[src/assert_macros.svh]
// Assertion macros shared by the scheduler RTL.
`ifndef ASSERT_MACROS_SVH
`define ASSERT_MACROS_SVH
`ifndef SYNTHESIS
`define WVS_ASSERT_AT(lbl, clk, rstn, prop, msg) \
  lbl: assert property (@(posedge clk) disable iff (!rstn) prop) else $error(msg);
`define WVS_ASSERT(lbl, prop, msg) \
  lbl: assert property (@(posedge clk_i) disable iff (!rst_ni) prop) else $error(msg);
`else
`define WVS_ASSERT_AT(lbl, clk, rstn, prop, msg)
`define WVS_ASSERT(lbl, prop, msg)
`endif
`endif

[src/wvs_pkg.sv]
// Types, constants and helper functions of the weighted vruntime scheduler.
package wvs_pkg;

  localparam int unsigned SLOTS_DEF = 16;
  localparam logic [7:0]  SLICE_RST = 8'd4;
  localparam logic [7:0]  SLICE_MAX = 8'hFF;
  localparam logic [31:0] TIME_MAX  = 32'hFFFF_FFFF;

  typedef enum logic [1:0] {
    ST_IDLE,
    ST_CHK,
    ST_SCAN,
    ST_EXEC
  } wvs_state_e;

  typedef enum logic {
    OP_LOAD = 1'b0,
    OP_TICK = 1'b1
  } wvs_op_e;

  typedef struct packed {
    logic [31:0] vruntime;
    logic [15:0] arrival;
    logic [15:0] burst;
    logic [15:0] remain;
    logic [2:0]  weight;
  } wvs_entry_t;

  function automatic logic [2:0] weight_f(input logic [3:0] prio);
    logic [2:0] w;
    w = (prio < 4'd5) ? 3'(4'd6 - prio) : 3'd1;
    return w;
  endfunction

  function automatic logic [5:0] step_f(input logic [2:0] weight);
    logic [5:0] s;
    unique case (weight)
      3'd2:    s = 6'd30;
      3'd3:    s = 6'd20;
      3'd4:    s = 6'd15;
      3'd5:    s = 6'd12;
      3'd6:    s = 6'd10;
      default: s = 6'd60;
    endcase
    return s;
  endfunction

endpackage

[src/wvs_if.sv]
// Request and response channel interfaces of the scheduler.
interface wvs_in_if;
  logic        valid;
  logic        ready;
  logic        op;
  logic [3:0]  slot;
  logic [15:0] arrival;
  logic [15:0] burst;
  logic [3:0]  priority_req;

  modport source (output valid, op, slot, arrival, burst, priority_req, input ready);
  modport sink   (input valid, op, slot, arrival, burst, priority_req, output ready);
endinterface

interface wvs_out_if;
  logic        valid;
  logic        ready;
  logic        ran;
  logic [3:0]  running_slot;
  logic        new_pick;
  logic        finished;
  logic [31:0] time_now;
  logic [31:0] turnaround;
  logic [31:0] waiting;

  modport source (output valid, ran, running_slot, new_pick, finished, time_now, turnaround,
                  waiting, input ready);
  modport sink   (input valid, ran, running_slot, new_pick, finished, time_now, turnaround,
                  waiting, output ready);
endinterface

[src/wvs_ram.sv]
// Generic single write port RAM with registered read.
module wvs_ram #(
  parameter int unsigned WIDTH = 8,
  parameter int unsigned DEPTH = 16
) (
  input  logic                                     clk_i,
  input  logic                                     we_i,
  input  logic [(DEPTH > 1 ? $clog2(DEPTH) : 1)-1:0] waddr_i,
  input  logic [WIDTH-1:0]                         wdata_i,
  input  logic [(DEPTH > 1 ? $clog2(DEPTH) : 1)-1:0] raddr_i,
  output logic [WIDTH-1:0]                         rdata_o
);

  logic [WIDTH-1:0] mem_q [DEPTH];

  always_ff @(posedge clk_i) begin
    if (we_i) begin
      mem_q[waddr_i] <= wdata_i;
    end
    rdata_o <= mem_q[raddr_i];
  end

endmodule

[src/weighted_vruntime_scheduler.sv]
// Top level of the weighted vruntime scheduler: sequencer, slot RAM and scan comparator.
// Load request: taken in the idle state, no response. Tick that keeps the held task: IDLE, CHK, EXEC.
// Tick with a fresh pick: IDLE, CHK, SCAN, EXEC, with the RAM scan reading one slot per cycle.
// A tick waits in its last cycle while a previous response is still unread.
// Reset (async, active low) clears slot live bits, hold, slice count, time; slice length 4.
`include "assert_macros.svh"

module weighted_vruntime_scheduler #(
  parameter int unsigned SLOTS = wvs_pkg::SLOTS_DEF
) (
  input  logic       clk_i,
  input  logic       rst_ni,
  input  logic       cfg_we_i,
  input  logic [7:0] cfg_data_i,
  wvs_in_if.sink     req_i,
  wvs_out_if.source  rsp_o
);
  import wvs_pkg::*;

  localparam int unsigned AW = (SLOTS > 1) ? $clog2(SLOTS) : 1;
  localparam int unsigned CW = $clog2(SLOTS + 1);
  localparam int unsigned EW = $bits(wvs_entry_t);
  localparam logic [CW-1:0] SCAN_END = CW'(SLOTS);

  wvs_state_e      state_q, state_d;
  logic [SLOTS-1:0] live_q, live_d;
  logic            cur_valid_q, cur_valid_d;
  logic [AW-1:0]   cur_q, cur_d;
  logic [7:0]      slice_used_q, slice_used_d;
  logic [7:0]      slice_len_q;
  logic [31:0]     time_q, time_d;
  logic [CW-1:0]   cnt_q, cnt_d;
  logic [AW-1:0]   rd_slot_q, rd_slot_d;
  logic            rd_vld_q, rd_vld_d;
  wvs_entry_t      best_q, best_d;
  logic [AW-1:0]   best_slot_q, best_slot_d;
  logic            found_q, found_d;
  logic            picked_q, picked_d;

  logic            out_vld_q, out_vld_d;
  logic            out_ran_q, out_ran_d;
  logic [3:0]      out_slot_q, out_slot_d;
  logic            out_pick_q, out_pick_d;
  logic            out_fin_q, out_fin_d;
  logic [31:0]     out_time_q, out_time_d;
  logic [31:0]     out_turn_q, out_turn_d;
  logic [31:0]     out_wait_q, out_wait_d;

  logic            ram_we;
  logic [AW-1:0]   ram_waddr;
  wvs_entry_t      ram_wdata;
  logic [AW-1:0]   ram_raddr;
  logic [EW-1:0]   ram_rdata;
  wvs_entry_t      rd_ent;

  logic [7:0]      limit;
  logic            ready_c;
  logic            better_c;
  logic            exec_fire;
  logic [AW-1:0]   ld_idx;
  logic [31:0]     time_n;
  logic [15:0]     rem_n;
  logic [32:0]     vr_sum;
  logic [31:0]     vr_n;
  logic [31:0]     turn_n;

  wvs_ram #(
    .WIDTH (EW),
    .DEPTH (SLOTS)
  ) u_slot_ram (
    .clk_i   (clk_i),
    .we_i    (ram_we),
    .waddr_i (ram_waddr),
    .wdata_i (ram_wdata),
    .raddr_i (ram_raddr),
    .rdata_o (ram_rdata)
  );

  assign rd_ent    = wvs_entry_t'(ram_rdata);
  assign limit     = (slice_len_q == 8'd0) ? 8'd1 : slice_len_q;
  assign ready_c   = live_q[rd_slot_q] && (32'(rd_ent.arrival) <= time_q);
  assign better_c  = !found_q || (rd_ent.vruntime < best_q.vruntime) ||
                     ((rd_ent.vruntime == best_q.vruntime) && (rd_ent.arrival < best_q.arrival));
  assign exec_fire = (state_q == ST_EXEC) && (!out_vld_q || rsp_o.ready);
  assign ld_idx    = AW'(req_i.slot);

  assign time_n = (time_q == TIME_MAX) ? time_q : time_q + 32'd1;
  assign rem_n  = best_q.remain - 16'd1;
  assign vr_sum = {1'b0, best_q.vruntime} + 33'(step_f(best_q.weight));
  assign vr_n   = vr_sum[32] ? TIME_MAX : vr_sum[31:0];
  assign turn_n = time_n - 32'(best_q.arrival);

  assign req_i.ready        = (state_q == ST_IDLE);
  assign rsp_o.valid        = out_vld_q;
  assign rsp_o.ran          = out_ran_q;
  assign rsp_o.running_slot = out_slot_q;
  assign rsp_o.new_pick     = out_pick_q;
  assign rsp_o.finished     = out_fin_q;
  assign rsp_o.time_now     = out_time_q;
  assign rsp_o.turnaround   = out_turn_q;
  assign rsp_o.waiting      = out_wait_q;

  always_comb begin
    state_d      = state_q;
    live_d       = live_q;
    cur_valid_d  = cur_valid_q;
    cur_d        = cur_q;
    slice_used_d = slice_used_q;
    time_d       = time_q;
    cnt_d        = cnt_q;
    rd_slot_d    = rd_slot_q;
    rd_vld_d     = rd_vld_q;
    best_d       = best_q;
    best_slot_d  = best_slot_q;
    found_d      = found_q;
    picked_d     = picked_q;
    out_vld_d    = out_vld_q;
    out_ran_d    = out_ran_q;
    out_slot_d   = out_slot_q;
    out_pick_d   = out_pick_q;
    out_fin_d    = out_fin_q;
    out_time_d   = out_time_q;
    out_turn_d   = out_turn_q;
    out_wait_d   = out_wait_q;
    ram_we       = 1'b0;
    ram_waddr    = '0;
    ram_wdata    = '0;
    ram_raddr    = '0;

    if (out_vld_q && rsp_o.ready) begin
      out_vld_d = 1'b0;
    end

    unique case (state_q)
      ST_IDLE: begin
        if (req_i.valid) begin
          if (req_i.op == OP_LOAD) begin
            if (32'(req_i.slot) < SLOTS) begin
              ram_we           = 1'b1;
              ram_waddr        = ld_idx;
              ram_wdata.vruntime = '0;
              ram_wdata.arrival  = req_i.arrival;
              ram_wdata.burst    = req_i.burst;
              ram_wdata.remain   = req_i.burst;
              ram_wdata.weight   = weight_f(req_i.priority_req);
              live_d[ld_idx]   = (req_i.burst != 16'd0);
              if (cur_valid_q && (cur_q == ld_idx)) begin
                cur_valid_d  = 1'b0;
                slice_used_d = 8'd0;
              end
            end
          end else begin
            ram_raddr = cur_q;
            rd_slot_d = cur_q;
            state_d   = ST_CHK;
          end
        end
      end
      ST_CHK: begin
        if (cur_valid_q && (slice_used_q < limit) && ready_c) begin
          best_d      = rd_ent;
          best_slot_d = cur_q;
          found_d     = 1'b1;
          picked_d    = 1'b0;
          state_d     = ST_EXEC;
        end else begin
          found_d  = 1'b0;
          picked_d = 1'b1;
          cnt_d    = '0;
          rd_vld_d = 1'b0;
          state_d  = ST_SCAN;
        end
      end
      ST_SCAN: begin
        if (rd_vld_q && ready_c && better_c) begin
          best_d      = rd_ent;
          best_slot_d = rd_slot_q;
          found_d     = 1'b1;
        end
        if (cnt_q < SCAN_END) begin
          ram_raddr = cnt_q[AW-1:0];
          rd_slot_d = cnt_q[AW-1:0];
          rd_vld_d  = 1'b1;
          cnt_d     = cnt_q + CW'(1);
        end else begin
          rd_vld_d = 1'b0;
          state_d  = ST_EXEC;
        end
      end
      ST_EXEC: begin
        if (exec_fire) begin
          time_d     = time_n;
          out_vld_d  = 1'b1;
          out_ran_d  = found_q;
          out_slot_d = found_q ? 4'(best_slot_q) : 4'd0;
          out_pick_d = found_q && picked_q;
          out_fin_d  = 1'b0;
          out_time_d = time_n;
          out_turn_d = '0;
          out_wait_d = '0;
          if (found_q) begin
            ram_we             = 1'b1;
            ram_waddr          = best_slot_q;
            ram_wdata          = best_q;
            ram_wdata.remain   = rem_n;
            ram_wdata.vruntime = vr_n;
            cur_d              = best_slot_q;
            cur_valid_d        = 1'b1;
            if (picked_q) begin
              slice_used_d = 8'd1;
            end else if (slice_used_q < SLICE_MAX) begin
              slice_used_d = slice_used_q + 8'd1;
            end
            if (rem_n == 16'd0) begin
              live_d[best_slot_q] = 1'b0;
              cur_valid_d         = 1'b0;
              slice_used_d        = 8'd0;
              out_fin_d           = 1'b1;
              out_turn_d          = turn_n;
              out_wait_d          = (turn_n >= 32'(best_q.burst)) ?
                                    turn_n - 32'(best_q.burst) : 32'd0;
            end
          end else begin
            cur_valid_d  = 1'b0;
            slice_used_d = 8'd0;
          end
          state_d = ST_IDLE;
        end
      end
      default: state_d = ST_IDLE;
    endcase
  end

  always_ff @(posedge clk_i or negedge rst_ni) begin
    if (!rst_ni) begin
      state_q <= ST_IDLE;
    end else begin
      state_q <= state_d;
    end
  end

  always_ff @(posedge clk_i or negedge rst_ni) begin
    if (!rst_ni) begin
      live_q       <= '0;
      cur_valid_q  <= 1'b0;
      cur_q        <= '0;
      slice_used_q <= 8'd0;
      slice_len_q  <= SLICE_RST;
      time_q       <= '0;
      cnt_q        <= '0;
      rd_vld_q     <= 1'b0;
      found_q      <= 1'b0;
      picked_q     <= 1'b0;
      out_vld_q    <= 1'b0;
    end else begin
      live_q       <= live_d;
      cur_valid_q  <= cur_valid_d;
      cur_q        <= cur_d;
      slice_used_q <= slice_used_d;
      time_q       <= time_d;
      cnt_q        <= cnt_d;
      rd_vld_q     <= rd_vld_d;
      found_q      <= found_d;
      picked_q     <= picked_d;
      out_vld_q    <= out_vld_d;
      if (cfg_we_i) begin
        slice_len_q <= cfg_data_i;
      end
    end
  end

  always_ff @(posedge clk_i) begin
    rd_slot_q   <= rd_slot_d;
    best_q      <= best_d;
    best_slot_q <= best_slot_d;
    out_ran_q   <= out_ran_d;
    out_slot_q  <= out_slot_d;
    out_pick_q  <= out_pick_d;
    out_fin_q   <= out_fin_d;
    out_time_q  <= out_time_d;
    out_turn_q  <= out_turn_d;
    out_wait_q  <= out_wait_d;
  end

  `WVS_ASSERT(a_fire_sets_rsp, exec_fire |=> out_vld_q, "response not posted after tick")
  `WVS_ASSERT(a_fin_ran, (out_vld_q && out_fin_q) |-> out_ran_q, "finish without a run")
  `WVS_ASSERT(a_hold_live, cur_valid_q |-> live_q[cur_q], "held slot has no work left")
  `WVS_ASSERT(a_time_step, exec_fire && !(&time_q) |=> time_q == $past(time_q) + 1, "time stuck")

endmodule
[src/flat_wrapper.sv]
// flat-port wrapper written by rule: the top's interface ports become plain ports
module weighted_vruntime_scheduler_flat import wvs_pkg::*;
#(
  parameter int unsigned SLOTS = wvs_pkg::SLOTS_DEF
)
  (clk_i, rst_ni, cfg_we_i, cfg_data_i, req_i_valid, req_i_op, req_i_slot, req_i_arrival, req_i_burst, req_i_priority_req, req_i_ready, rsp_o_valid, rsp_o_ran, rsp_o_running_slot, rsp_o_new_pick, rsp_o_finished, rsp_o_time_now, rsp_o_turnaround, rsp_o_waiting, rsp_o_ready);
  wvs_in_if req_i_i ();
  wvs_out_if rsp_o_i ();
  input  logic clk_i;
  input  logic rst_ni;
  input  logic cfg_we_i;
  input  logic [7:0] cfg_data_i;
  input wire logic [$bits(req_i_i.valid)-1:0] req_i_valid;
  input wire logic [$bits(req_i_i.op)-1:0] req_i_op;
  input wire logic [$bits(req_i_i.slot)-1:0] req_i_slot;
  input wire logic [$bits(req_i_i.arrival)-1:0] req_i_arrival;
  input wire logic [$bits(req_i_i.burst)-1:0] req_i_burst;
  input wire logic [$bits(req_i_i.priority_req)-1:0] req_i_priority_req;
  output wire logic [$bits(req_i_i.ready)-1:0] req_i_ready;
  output wire logic [$bits(rsp_o_i.valid)-1:0] rsp_o_valid;
  output wire logic [$bits(rsp_o_i.ran)-1:0] rsp_o_ran;
  output wire logic [$bits(rsp_o_i.running_slot)-1:0] rsp_o_running_slot;
  output wire logic [$bits(rsp_o_i.new_pick)-1:0] rsp_o_new_pick;
  output wire logic [$bits(rsp_o_i.finished)-1:0] rsp_o_finished;
  output wire logic [$bits(rsp_o_i.time_now)-1:0] rsp_o_time_now;
  output wire logic [$bits(rsp_o_i.turnaround)-1:0] rsp_o_turnaround;
  output wire logic [$bits(rsp_o_i.waiting)-1:0] rsp_o_waiting;
  input wire logic [$bits(rsp_o_i.ready)-1:0] rsp_o_ready;
  assign req_i_i.valid = req_i_valid;
  assign req_i_i.op = req_i_op;
  assign req_i_i.slot = req_i_slot;
  assign req_i_i.arrival = req_i_arrival;
  assign req_i_i.burst = req_i_burst;
  assign req_i_i.priority_req = req_i_priority_req;
  assign req_i_ready = req_i_i.ready;
  assign rsp_o_valid = rsp_o_i.valid;
  assign rsp_o_ran = rsp_o_i.ran;
  assign rsp_o_running_slot = rsp_o_i.running_slot;
  assign rsp_o_new_pick = rsp_o_i.new_pick;
  assign rsp_o_finished = rsp_o_i.finished;
  assign rsp_o_time_now = rsp_o_i.time_now;
  assign rsp_o_turnaround = rsp_o_i.turnaround;
  assign rsp_o_waiting = rsp_o_i.waiting;
  assign rsp_o_i.ready = rsp_o_ready;
  weighted_vruntime_scheduler #(.SLOTS(SLOTS)) u_core (.clk_i(clk_i), .rst_ni(rst_ni), .cfg_we_i(cfg_we_i), .cfg_data_i(cfg_data_i), .req_i(req_i_i), .rsp_o(rsp_o_i));
endmodule
[config.mk]
export PLATFORM = sky130hd
export DESIGN_NAME = weighted_vruntime_scheduler_flat
export DESIGN_NICKNAME = d
export VERILOG_FILES = /design/src/wvs_pkg.sv /design/src/wvs_if.sv /design/src/wvs_ram.sv /design/src/weighted_vruntime_scheduler.sv /design/src/flat_wrapper.sv
export VERILOG_INCLUDE_DIRS = /design/src /design/src/src
export SDC_FILE = /design/constraint.sdc
export NUM_CORES = 2
export LEC_CHECK = 0
export BUFFER_PORTS_ARGS = -buffer_cell sky130_fd_sc_hd__buf_4
export CORE_AREA = 2 2 489 491
export DETAILED_ROUTE_END_ITERATION = 10
export DIE_AREA = 0 0 491 493
export GPL_ROUTABILITY_DRIVEN = 0
export RECOVER_POWER = 50
export SKIP_CTS_REPAIR_TIMING = 1
export SLEW_MARGIN = 20
export SYNTH_ARGS = -nofsm -noshare
export SYNTH_HDL_FRONTEND = slang
export SYNTH_SLANG_ARGS = --single-unit
[constraint.sdc]
create_clock -name clk_i -period 8.45 [get_ports clk_i]
set_input_delay 0.4225 -clock clk_i [delete_from_list [all_inputs] [get_ports clk_i]]
set_output_delay 0.4225 -clock clk_i [all_outputs]
set_load 0.02 [all_outputs]
## Yosys cells after proc, flatten, opt, wreduce, memory -nomap -nowiden

Memory sizes are Yosys's and may differ from the RTL's. A register that Yosys moved wholly into a read port is not among the register bits.
Cells that the tools add are included.

- Add/subtract/negate cells: 8
- Multiply operators: 0
- Divide/modulo/power cells: 0
- Magnitude comparators: 13
- Eq/ne operators: 24
- Shift operators: 0
- Mux-type cells: 85
- Bitwise logic cells: 2
- Reductions and logical operators: 37

Operator list:

| kind | number |
|---|---|
| 83-bit 2-to-1 mux | 5 |
| 83-bit case mux with 2 select lines | 2 |
| 16-bit 2-to-1 mux | 5 |
| 8-bit 2-to-1 mux | 9 |
| 32-bit 2-to-1 mux | 2 |
| 32-bit by 16-bit subtractor with 32-bit output | 2 |
| 51-bit 2-to-1 mux | 1 |
| 4-bit 2-to-1 mux | 12 |
| 32-bit by 6-bit adder with 33-bit output | 1 |
| 32-bit by 1-bit adder with 32-bit output, second input constant | 1 |
| 32-bit == test | 1 |
| 32-bit == test, second input constant | 1 |
| 32-bit by 16-bit >= comparator with 1-bit output | 1 |
| 16-bit by 32-bit less-or-equal comparator with 1-bit output | 1 |
| 32-bit less-than comparator | 1 |
| 16-bit case mux with 2 select lines | 1 |
| 4-bit case mux with 2 select lines | 4 |
| 6-bit case mux with 5 select lines | 1 |
| 1-bit 2-to-1 mux | 25 |
| 16-bit AND | 1 |
| 16-bit bitwise mux | 1 |
| 16-bit zero test | 1 |
| 16-bit less-than comparator | 1 |
| 16-bit NOT | 1 |
| 39 further kinds | 88 |

- Flip-flop bits (word level): 274
- Latch bits: 0
- Memory bits (writable): 1328
- ROM bits: 0
- Bits of input ports: 54
- Output and inout bits: 105
- Word-level logic and storage cells: 196
- Memories: 1

Memories:

| name | words | bits a word | read ports | clocked after Yosys merged registers in | wr ports | line | source |
|---|---|---|---|---|---|---|---|
| u_core.u_slot_ram.mem_q | 16 | 83 | 1 | 1 | 1 | wvs_ram.sv:14 | `logic [WIDTH-1:0] mem_q [DEPTH];` |

## Longest topological paths before layout

- Word-level depth: 10
- Gate-level depth with buffers: 29
- Depth with buffers taken out: 28

## By module

A second synthesis with hierarchy kept.

- Cells, all modules: 3848
- Area total of the unflattened synthesis: 68360.6 µm²

Modules (own cells, without submodules):

| module | instances | cells each | area each (µm²) | seq. area each (µm²) |
|---|---|---|---|---|
| wvs_ram | 1 | 2129 | 51310.5 | 41539.8 |
| weighted_vruntime_scheduler | 1 | 1719 | 17050.1 | 7828.8 |

## Worst setup path after synthesis

Ideal clock, no wire load.

- Path type: reg2reg
- Start: reg u_core.best_q[36] (netlist bit)
- End: reg u_core.best_q[0] (netlist bit), enable pin
- Library setup time: 584 ps
- Arrival: 6662 ps
- Required time: 7866 ps
- Setup slack: 1204 ps
- Cell stages (with the launch flop): 13
- Buffers on the path: 0
- Period minus slack after synthesis: 7246 ps
- Cells stage by stage: edfxtp_1 -> inv_1 -> ha_1 -> a21o_1 -> a21o_1 -> a21o_1 -> a21oi_1 -> nor2b_1 -> o21ai_0 -> nand2b_1 -> a211oi_1 -> o221ai_1 -> a31oi_1

- Cells in the longest elaborated chain, start to end: 6

Ends and longest elaborated chain:

| item | line | source |
|---|---|---|
| start, declared | weighted_vruntime_scheduler.sv:35 | `wvs_entry_t best_q, best_d;` |
| start signal, assigned | weighted_vruntime_scheduler.sv:274 | `best_q <= best_d;` |
| 16-bit less-than comparator | weighted_vruntime_scheduler.sv:83 | `((rd_ent.vruntime == best_q.vruntime) && (rd_ent.arrival < best_q.arrival));` |
| 1-bit logical AND | weighted_vruntime_scheduler.sv:83 |  |
| 1-bit logical OR | weighted_vruntime_scheduler.sv:82 | `assign better_c = !found_q \|\| (rd_ent.vruntime < best_q.vruntime) \|\|` |
| 1-bit logical AND | weighted_vruntime_scheduler.sv:175 | `if (rd_vld_q && ready_c && better_c) begin` |
| 2-bit by 1-bit != test with 1-bit output (no line) | - |  |
| 3-bit AND reduction (no line) | - |  |

Every way passes these cells.
A chain may end at the register's enable or synchronous reset.

## Final worst setup path

- Start: reg u_core.time_q[0]
- End: reg u_core.out_wait_q[3] (netlist: u_core.rsp_o.waiting[3]), data pin

- Cells in the longest elaborated chain, start to end: 5
- Elaborated cells on any way between the ends: 7
- Classes of those cells: add/sub: 3; order compare: 1; eq/ne: 1; mux: 1; reduce/logical: 1

Ends and longest elaborated chain:

| item | line | source |
|---|---|---|
| start, declared | weighted_vruntime_scheduler.sv:31 | `logic [31:0] time_q, time_d;` |
| start signal, assigned | weighted_vruntime_scheduler.sv:260 | `time_q <= time_d;` |
| 32-bit by 1-bit adder with 32-bit output / 32-bit == test (equally long branches) | weighted_vruntime_scheduler.sv:87 | `assign time_n = (time_q == TIME_MAX) ? time_q : time_q + 32'd1;` |
| 32-bit 2-to-1 mux * | weighted_vruntime_scheduler.sv:87 |  |
| net u_core.time_n[14] | weighted_vruntime_scheduler.sv:61 | `logic [31:0] time_n;` |
| 32-bit by 16-bit subtractor with 32-bit output * | weighted_vruntime_scheduler.sv:91 | `assign turn_n = time_n - 32'(best_q.arrival);` |
| net u_core.turn_n[15] | weighted_vruntime_scheduler.sv:65 | `logic [31:0] turn_n;` |
| 32-bit by 16-bit >= comparator with 1-bit output * | weighted_vruntime_scheduler.sv:220 | `out_wait_d = (turn_n >= 32'(best_q.burst)) ?` |
| 3-bit AND reduction (no line) * | - |  |
| end signal, assigned | weighted_vruntime_scheduler.sv:282 | `out_wait_q <= out_wait_d;` |
| end, declared | weighted_vruntime_scheduler.sv:47 | `logic [31:0] out_wait_q, out_wait_d;` |

Mark *: on every way through the listed nets, which the timed path passes. The rest lies on a longest branch.

==> out/metrics.cfg <==
[setup_path]
arrival_ns = 8.33
r2r_start = u_core.time_q[0]$_DFFE_PN0P_
slowest_delay_ns = 0.57
path_class = reg -> reg
end_kind = flip-flop
reg2regPathDepth = 28
path_common_cell = nand2_1
reg2reg_to = u_core.rsp_o.waiting[3]$_SDFFCE_PN0P_
rrSetupSlack_ns = 0.64
cp_max_fo = 31
required_ns = 8.97
cpMaxStageDelayCell = a41o_2
start_kind = flip-flop

[sta]
hold_viol_final = 0
worst_pin_slew_ns = 4.30
max_slew_margin_pct = -186
setup_tns_ns = 0
period_minus_slack_ns = 7.81
maxSlewViolCount = 1135
fin_crit_sh_pct = 92.4
fin_ws_ns = 0.644
rsz0062_at_grt = false
skew_ns = 0.0578
fmax_mhz = 128
setup_viol = 0

[yosys]
yosysUniqueCellTypes = 80
yosysSeqAreaShare_pct = 69.8
netlist_area_um2 = 70700
synth_edf_count = 1522
syn_nets = 5881
async_reset_ff_share_pct = 4.75
avgSynthCellArea_um2 = 12.4
ys.flop_type = edfxtp_1
ys_ff_latch = 1685
syn_inst = 5704
ys_warn_count = 0

[drt]
drtAntennaViolNets = 0
initialDrtViolationCount = 4950
wl_um = 191000
drt-wirelength-per-cell_um = 20.9
first_pass_iters = 6
drc = 0
vias_per_cell = 5.08
via_count = 46493

[power]
powerDensity_nw_per_um2 = 323
ir_worst_vdd_mv = 0.254
leakage_nw = 28.6

[clocking]
cts_buffers = 172
cts_tree = built
cts-htree-levels = 4
cts_buffer_depth = 3
insertion_delay_ns = 0.82
clk_pin_slew_ns = 0.06
root_buffer = clkbuf_16
clock-sinks = 1685

[outcome]
failed_checks = max-capacitance violations, max-slew violations
status = complete, but fails checks

[floorplanning]
die_area_um2 = 242000
io_pins = 159
dieWidth_um = 491
std_cell_rows = 179
die_y_um = 493
core_um2 = 237000
start_util_pct = 29.8

[cells_and_area]
nets = 6012
fin_util_pct = 34.2
syn_to_final_growth_pct = 14.6
drive_gt1_share_pct = 7.27

[grt]
grt_first_pass_wirelength_um = 287000
grt_pass1_vias = 44459
grt_max_degree = 198
grt_usage_pct = 15.4
overflow = 0
antenna_found_initial = 6

[min_path]
hold_path_class = in -> reg
hold-path-endpoint = u_core.live_q[3]$_DFFE_PN0P_
hold_path.startpoint = req_i_slot[0]
whs_path_depth = 3

[job]
cap_viol_max_count = 24

[placed_design]
port_buffers = 158
dpl.hpwl_um = 102000
place_ws_ns = 0.900

## Yosys cell counts, drive strengths merged (5+ instances only)
cell type	count	area share [%]
nand4	39	0.36
or4	8	0.085
and2	13	0.11
o31a	5	0.062
mux4	5	0.16
and3	201	1.8
a31oi	107	0.95
a21boi	6	0.064
nor2	134	0.72
a211oi	13	0.16
nor4	26	0.28
nand2b	24	0.21
o21ai	149	1.1
inv	135	0.72
or3	9	0.080
xor2	32	0.40
o31ai	6	0.064
o21a	13	0.14
dfrtp	79	2.8
nand2	1473	7.8
a21o	40	0.42
mux2	7	0.11
clkbuf	305	1.6
or2	9	0.080
ha	120	2.1
nand3	395	2.8
nor2b	26	0.23
o211ai	9	0.096
and4	12	0.15
xnor2	120	1.5
nor3	46	0.33
buf	39	0.27
a21oi	174	1.2
o2111ai	5	0.062
a311oi	249	3.1
dfxtp	83	2.3
edfxtp	1522	65
## through the flow
step	power, W	area [um2]	cells	hold WS [ns]
5_1_grt	0.0275	81000	9150	0.0646
2_1_floorplan	0.0162	70700	5704	0.127
3_5_place_dp	0.0188	75900	8802	0.232
4_1_cts	0.0264	81500	9122	-0.648
6_report	0.0262	81000	9152	0.0816
3_3_place_gp	0.0187	75900	8802	0.232
## where the power goes
part | total, W | switching [W] | internal (W)
combinational | 0.00737 | 0.00501 | 0.00237
sequential | 0.0112 | 0.000575 | 0.0107
clock | 0.00754 | 0.00318 | 0.00436
## how the worst max path moves through the flow
stage	slack [ns]	from	to
2_1_floorplan	1.20	u_core.best_q[36]$_DFFE_PP_	u_core.best_q[0]$_DFFE_PP_
3_3_place_gp	0.94	u_core.time_q[0]$_DFFE_PN0P_	u_core.rsp_o.waiting[3]$_SDFFCE_PN0P_
3_5_place_dp	0.90	u_core.time_q[0]$_DFFE_PN0P_	u_core.rsp_o.waiting[3]$_SDFFCE_PN0P_
4_1_cts	0.87	u_core.time_q[0]$_DFFE_PN0P_	u_core.rsp_o.waiting[3]$_SDFFCE_PN0P_
5_1_grt	0.08	u_core.time_q[0]$_DFFE_PN0P_	u_core.rsp_o.waiting[3]$_SDFFCE_PN0P_
6_report	0.64	u_core.time_q[0]$_DFFE_PN0P_	u_core.rsp_o.waiting[3]$_SDFFCE_PN0P_
## placed cells by master, fill, tap and decap left out, types with 14 or more instances in the layout
cell           synthesis  layout
a21o_1                40      40
nor3_1                46      46
dlygate4sd3_1          0      26
buf_12                 0      14
clkbuf_1             304     207
xor2_1                32      32
inv_1                135     134
nor2_1               133     118
buf_4                  1      82
a21oi_1              174     162
nand4_1               37      38
nand2b_1              24      24
nand3_1              395     395
nor2b_1               26      25
xnor2_1              117     117
clkinv_1               0      29
and3_1               201     201
edfxtp_1            1522    1522
dfrtp_1               79      79
clkinv_2               0      30
a311oi_1             249     249
nor4_1                22      23
bufinv_16              0      14
nor2_4                 1      15
nand2_1             1472    1473
dfxtp_1               83      83
ha_1                 120     120
a31oi_1              107     106
o21ai_0              149     149
clkbuf_8               0      17
clkbuf_16              0     173
## logic make-up after synthesis
family / share of synthesized area (%)
AND/OR/NAND/NOR: 15.2
flip-flops: 69.8
AO/OA/AOI/OAI: 7.94
buffers and inverters: 2.61
XOR/XNOR: 1.91
adder cells (fa/ha/maj): 2.21
multiplexers: 0.313
## layer usage
| metal | wire (um) | GRT usage [%] | vias up |
|---|---|---|---|
| met1 | 84800 | 21.7 | 23282 |
| met5 | 19 | 0 | - |
| li1 | - | - | 21234 |
| met4 | 4230 | 4.16 | 2 |
| met3 | 12800 | 2.17 | 267 |
| met2 | 89400 | 24.7 | 1708 |
## worst max-delay path, delay by kind of cell (launching register included)
kind / cells / cell delay (ns)
buf+inv: 1 / 0.17
simple gates: 17 / 3.55
flops: 1 / 0.45
xor+xnor: 2 / 0.42
fa+ha+maj: 3 / 1.00
compound gates: 5 / 1.90
## registers in the layout, indices dropped and copies added (netlist names), 16 cells and up
name and flops:
u_core.best_q 83, u_core.time_q 32, u_core.live_q 16, u_core.rsp_o.turnaround 32, u_core.rsp_o.time_now 32, u_core.rsp_o.waiting 32, u_core.u_slot_ram.rdata_o 83, u_core.u_slot_ram.mem_q 1328
## final cells by class
type | count | area (um2)
diodes | 4 | 10.0
clock buffers | 232 | 4720
clock inverters | 88 | 890
fillers | 23309 | 156000
inverters | 135 | 508
multi-input cells | 3540 | 19700
flip-flops and latches | 1685 | 49400
well taps | 3167 | 3960
repair buffers | 301 | 1860
Power figures use the tool's default switching activity.
